<file path="config.mk">
export PLATFORM = sky130hd
export DESIGN_NAME = dtfl_alu
export DESIGN_NICKNAME = d
export VERILOG_FILES = /design/src/rtl/core/dtfl_pkg.sv /design/src/rtl/core/dtfl_alu.sv
export SDC_FILE = /design/constraint.sdc
export NUM_CORES = 1
export LEC_CHECK = 0
export BUFFER_PORTS_ARGS = -buffer_cell sky130_fd_sc_hd__buf_2
export CAP_MARGIN = 20
export CORE_ASPECT_RATIO = 1.4
export CORE_MARGIN = 2
export CORE_UTILIZATION = 35
export DETAILED_ROUTE_END_ITERATION = 7
export GPL_ROUTABILITY_DRIVEN = 0
export PLACE_DENSITY = 0.79
export SYNTH_ARGS = -nofsm -noshare
export SYNTH_HDL_FRONTEND = slang
export SYNTH_SLANG_ARGS = --single-unit
</file>
<file path="constraint.sdc">
create_clock -name vclk -period 5.7
set_input_delay 0.57 -clock vclk [all_inputs]
set_output_delay 0.57 -clock vclk [all_outputs]
set_load 0.01 [all_outputs]
</file>
<file path="src/rtl/core/dtfl_pkg.sv">
// ----------------------------------------------------------------------------
// dtfl_pkg: shared types and constants of the descriptor table free list
// Operation codes, flag bits, the table write request and the
// increment/compare unit interface.
// ----------------------------------------------------------------------------
`default_nettype none

package dtfl_pkg;

  localparam int QSW = 9;

  localparam logic [QSW-1:0] QS_RESET = 9'd256;
  localparam logic [QSW-1:0] QS_MIN   = 9'd2;

  localparam logic [2:0] OP_INIT          = 3'd0;
  localparam logic [2:0] OP_ALLOC         = 3'd1;
  localparam logic [2:0] OP_FREE          = 3'd2;
  localparam logic [2:0] OP_RELEASE_CHAIN = 3'd3;
  localparam logic [2:0] OP_WRITE_DESC    = 3'd4;
  localparam logic [2:0] OP_LINK_DESC     = 3'd5;

  localparam logic [15:0] FLAG_NEXT = 16'h0001;
  localparam logic [15:0] END_MARK  = 16'hFFFF;
  localparam logic [15:0] COUNT_MAX = 16'hFFFF;

  typedef struct packed {
    logic        we_link;
    logic        we_flags;
    logic        we_data;
    logic [15:0] link;
    logic [15:0] flags;
    logic [63:0] addr;
    logic [31:0] len;
  } tbl_wr_t;

  typedef struct packed {
    logic [15:0] a;
    logic [15:0] b;
    logic [15:0] c;
    logic [15:0] lim;
    logic        dec;
  } alu_in_t;

  typedef struct packed {
    logic [15:0] res;
    logic        b_lt;
    logic        c_lt;
  } alu_out_t;

endpackage

`default_nettype wire

</file>
<file path="src/rtl/core/dtfl_alu.sv">
// ----------------------------------------------------------------------------
// dtfl_alu: shared increment and range compare unit
// Steps one operand up (saturating) or down, and checks two operands
// against the active queue size.
// ----------------------------------------------------------------------------
`default_nettype none

module dtfl_alu (
  input  dtfl_pkg::alu_in_t  alu_in,
  output dtfl_pkg::alu_out_t alu_out
);
  import dtfl_pkg::*;

  always_comb begin
    if (alu_in.dec) begin
      alu_out.res = alu_in.a - 16'd1;
    end else if (alu_in.a == COUNT_MAX) begin
      alu_out.res = alu_in.a;
    end else begin
      alu_out.res = alu_in.a + 16'd1;
    end
    alu_out.b_lt = (alu_in.b < alu_in.lim);
    alu_out.c_lt = (alu_in.c < alu_in.lim);
  end

endmodule

`default_nettype wire

</file>
==> results.md, run 1 <==
* Worst Setup Start Kind: input pin
* Hold path start: alu_in[59]
* Drt first pass iters at 4
* Max-cap violations at 0
* Commonest non-fill, non-tap cell in the layout: buf_2
* Slew Viols, Final at 0
* Final setup viols at 0
* Sequential Area at 0 um2
* Iter 0 DRT Violations at 79
* Pre-CTS WS at 2740 ps
* DP HPWL at 3220 um
* Setup TNS at 0 ps
* Gr usage total at 15.6%
* Max VDD drop at 30.7 uV
* Wirelength per Cell at 11.8 um
* Synth top area share at 30.2%
* Count of cell types in the netlist at 46
* # Post-CTS Setup Buffers at 0
* WHS Endpoint: alu_out[12]
* Top Ports at 83
* # resized after CTS at 0
* Power Density at 59.5 nW/um2
* Drt total wl at 3600 um
* Starting Density at 36.3%
* Number of flip-flops and latches at 0
* Worst Tran Pin Value at around 390 ps
* Element type at the critical path end: output pin
* N_diodes at 0
* Layout cells sized above 1 at 35.6%
* Fin. Hold Viols at 0
* Max Clock Freq at about 340 MHz
* Largest net degree at the start of global routing at 14
* Gate Count Post-Synth at 188
* RSZ-0062 raised after global routing: false
* Crit Path Class: in2out
* YS warnings at 0
* LEAKAGE at between 0.9 and 1 nW
* CTS hold repair buffers at 0
* Vias per cell at 5.32
* Routed vias at 1627
* Die X at 56.0 um
* Ranking of synthesized cells by area: ha_1 30%, nand2_1 6.0%, inv_1 5.1%
* Commonest non-fill, non-tap cells in the layout: 83 x buf_2, 32 x ha_1, 21 x nand2_1, 18 x inv_1
* DRC at 0
* Die area at 4300 um2
* Design area at 1750 um2
* ANT nets after route at 0
* Placed Area at ~1800 um2
* Post-Route Utilization at 48.1%
* Worst hold path class: in2out
* Yosys top cell by area: ha_1
* Post-route clock period utilization at 52.0%
* Syn_area_per_cell at just over 7 um2
* Synth Cell Area at 1320 um2
* Fin crit period at roughly 3000 ps
* Vias in the first global route at 1500
* Core Footprint at 3640 um2
* Critical path arrival at about 2400 ps
* Initial antenna violation count at 0
* Required time of the critical path at 5130 ps
* Rows at 26
* Die H at 76.8 um
* P&R area growth vs syn at 32.3%
* Remaining global-route overflow at 0
* Critical path fanouts, max at 6
* First-pass GRT wire length at a little under 6000 um
* Port-buffer cells at 83
* Hold Path Depth at 3
* Fin nets at 363
* Synth Net Count at roughly 290
* Final worst slack at 2740 ps
* Sequential area share after synthesis at 0%
* Slew headroom at about three quarters
* Status: completed
* CLK BUF at 0
-- cell usage after synthesis, types with 2 or more instances --
cell,count
xnor2_1,5
and3_2,2
nand4_1,7
nor2_1,13
nand2b_1,3
inv_1,18
a21oi_1,13
xor2_1,5
and4_1,4
nor3_1,7
a21o_1,5
a2111oi_0,2
ha_1,32
o21ai_0,10
a211oi_1,5
buf_2,2
clkbuf_1,3
o22ai_1,2
nand2_1,21
and3_1,3
-- how the worst max path moves through the flow --
stage | start | end | slack, ps | cells past startpoint
global placement | alu_in[50] | alu_out[17] | 2750 | 7
detailed placement | alu_in[50] | alu_out[17] | 2740 | 7
global route | alu_in[50] | alu_out[11] | 2670 | 7
CTS | alu_in[50] | alu_out[17] | 2730 | 7
floorplan | alu_in[56] | alu_out[16] | 2980 | 6
finish | alu_in[50] | alu_out[17] | 2740 | 7
-- metal layers --
layer | routed length [um] | GRT usage, %
met5 | 0 | 0
met1 | 1380 | 18.1
met4 | 17 | 1.67
met3 | 319 | 2.19
met2 | 1880 | 30.4
-- per-stage QoR --
| stage | std cells | total power, mW | hold slack (ps) |
|---|---|---|---|
| 2_1_floorplan | 188 | 0.0588 | 1220 |
| 3_3_place_gp | 306 | 0.102 | 1450 |
| 3_5_place_dp | 306 | 0.104 | 1450 |
| 4_1_cts | 306 | 0.105 | 1450 |
| 5_1_grt | 306 | 0.119 | 1470 |
| 6_report | 306 | 0.104 | 1450 |
-- power breakdown --
group | switching, mW | internal [mW] | total [mW] | leakage [nW]
clock network | 0 | 0 | 0 | 0
logic | 0.0547 | 0.0495 | 0.104 | 0.975
registers | 0 | 0 | 0 | 0
total | 0.0547 | 0.0495 | 0.104 | 0.975
-- layout make-up --
cell class                      count  area (um2)
Multi-Input combinational cell    163        1220
Fill cell                         374        1890
Timing Repair Buffer               83         415
Inverter                           18        67.6
Tap cell                           42        52.6
-- logic make-up (layout without fill, tap and decap cells) --
| group | after synthesis | in the layout | synth area share [%] |
|---|---|---|---|
| AND/OR/NAND/NOR | 73 | 73 | 30.9 |
| AO/OA/AOI/OAI | 47 | 47 | 23.0 |
| adder cells (fa/ha/maj) | 32 | 32 | 30.2 |
| buffers and inverters | 25 | 101 | 8.13 |
| XOR/XNOR | 10 | 10 | 6.62 |
| multiplexers | 1 | 1 | 1.13 |
-- critical path, stage by stage --
cell and delay, ps:
buf_2 120, or4b_1 540, or3_1 440, nor3_4 200, a21oi_2 80, mux2_4 290
buf_2 140
No activity file was read; power rests on OpenSTA's default activity.
==> inputs of run 2 (changes only) <==
Settings changed: ABC_AREA set to 1, PLACE_DENSITY 0.79 to 0.77.
Clock period 5.7 ns to 2.6 ns, I/O delays scaled along.
==> run 2 against run 1 <==
Compared with the run above: synthesized cell count up 72%; first-iteration DRC count is 6.3% higher; worst setup slack worse by 1900 ps; sequential share of layout area is the same; final cell count increased by 52%; count of clock-buffer cells in the layout stayed put; global-route usage rose by 1.9 points; core utilization is 2.4 points lower; largest power group unchanged; highest routed layer unchanged.
==> results.md, run 2 <==
* Vias in the first global route at 2126
* YS warnings at 0
* ANT nets after route at 0
* CTS hold repair buffers at 0
* Synth Net Count at 421
* Top Ports at 83
* Status: completed
* Fin crit period at 1810 ps
* Commonest non-fill, non-tap cell in the layout: nand2_1
* Sequential area share after synthesis at 0%
* Critical path fanouts, max at 5
* Largest net degree at the start of global routing at 17
* Post-synthesis compound-gate area fraction at 7.89%
* Drt first pass iters at 6
* # Post-CTS Setup Buffers at 0
* Worst Setup Start Kind: input pin
* Ranking of synthesized cells by area: nand2_1 25%, ha_1 23%, inv_1 9.6%
* Max Clock Freq at ~550 MHz
* Count of cell types in the netlist at 22
* Routed vias at 2215
* Final setup viols at 0
* Vias per cell at 4.76
* Sequential Area at 0 um2
* Cell internal pwr at around 0.13 mW
* Main combinational cell family by area after synthesis: simple AND/OR/NAND/NOR gates
* Drt total wl at between 4000 and 5000 um
* Starting Density at 35.9%
* Slew Viols, Final at 0
* Remaining global-route overflow at 0
* Crit Path Class: in2out
* Switching Fraction at 57.6%
* Final worst slack at 791 ps
* Syn_area_per_cell at 5.28 um2
* Post-Synth Simple-Gate Area at 50.0%
* Required time of the critical path at 2340 ps
* Max-cap violations at 0
* Gate Count Post-Synth at 324
* Clock group share of total power at 0%
* Post-Route Utilization at a little under half
* Synth Cell Area at approximately 1700 um2
* Initial antenna violation count at 0
* Worst Tran Pin Value at 487 ps
* LEAKAGE at approximately 1.3 nW
* Mux share of post-synthesis cell area at 0%
* Rows at 30
* Post-synth top cells: 116 x nand2_1, 44 x inv_1, 32 x ha_1, 32 x nor2_1, 28 x nand3_1
* # resized after CTS at 0
* Element type at the critical path end: output pin
* Max VDD drop at ~51 uV
* Fin. Hold Viols at 0
* First-pass GRT wire length at 8220 um
* DRC at 0
* CLK BUF at 0
* Layout cells sized above 1 at ~24%
* Pre-CTS WS at 801 ps
* Worst hold path class: in2out
* Post-route clock period utilization at between 60% and 70%
* Hold Path Depth at 3
* Commonest non-fill, non-tap cells in the layout: 116 x nand2_1, 83 x buf_2, 44 x inv_1, 32 x nor2_1, 32 x ha_1
* Seq pwr share at 0%
* Wirelength per Cell at 10.1 um
* Fin nets at 500
* Most frequent cell after synthesis: nand2_1
* Die X at 63.1 um
* Setup TNS at 0 ps
* XOR/XNOR Fraction of Synth Area at 6.65%
* N_diodes at 0
* Power Density at about 140 nW/um2
* Port-buffer cells at 83
* Yosys top cell by area: nand2_1
* Die H at 86.7 um
* Final hold slack at 853 ps
* Synth Area in Adders at 23.4%
* P&R area growth vs syn at 27.2%
* Synth top area share at 25.4%
* DP HPWL at ~4100 um
* Die area at around 5500 um2
* Overall power at 0.301 mW
* Slew headroom at about 67%
* RSZ-0062 raised after global routing: false
* Core Footprint at 4770 um2
* Number of flip-flops and latches at 0
* Comb power frac at 100.0%
* Critical path arrival at 1550 ps
* Gr usage total at 17.5%
* Iter 0 DRT Violations at 84
* Sw Pwr at about 0.17 mW
-- run 2: changes by cell type in the layout (fill, tap and decap cells not counted), moves of 3 or more --
cell	delta
and3_1	-3
nand3_1	+27
and4_1	-4
inv_1	+26
nand2b_1	-3
xor2_1	+7
a211oi_1	-5
xnor2_1	-4
nor2_1	+19
a21o_1	-5
o21ai_1	+3
nor2_2	+6
nand2_1	+95
inv_2	+3
-- run 2: worst max-delay path: stages --
cell     delay, ps
buf_2          130
inv_1          120
ha_1           260
nand2_1        130
nor2_2         220
nand3_1        100
nand2_1         70
nand2_1         40
nand2_1         50
nand2_1         40
buf_2          130
-- run 2: stage by stage --
stage / instances / cell area, um2
floorplan: 324 / 1710
global placement: 465 / 2180
detailed placement: 465 / 2180
CTS: 465 / 2180
global route: 465 / 2180
finish: 465 / 2180
-- run 2: power groups by stage --
stage,registers [mW],logic (mW),clock network (mW)
after detailed placement,0,0.302,0
after CTS,0,0.304,0
final,0,0.301,0
after global placement,0,0.294,0
after global routing,0,0.350,0
after floorplan,0,0.184,0
-- run 2: per-layer routing --
metal,vias up,routed length (um),track usage [%]
met2,51,2550,37.5
met5,-,0,0
li1,1183,-,-
met4,0,80,3.03
met1,972,1870,18.2
met3,9,190,1.04
-- run 2: cell type report --
cell class,instances,area (um2)
well taps,64,80.1
multi-input cells,271,1510
fillers,557,2590
inverters,47,176
repair buffers,83,415
-- run 2: path summary, 6_finish.rpt --
path | start | slack, ps | endpoint
setup / recovery | alu_in[49] | 790 | alu_out[16]
hold / removal | alu_in[49] | 850 | alu_out[2]
-- run 2: cell families after synthesis --
family                   count (synthesis)
AND/OR/NAND/NOR                        199
AO/OA/AOI/OAI                           27
buffers and inverters                   53
adder cells (fa/ha/maj)                 32
XOR/XNOR                                13
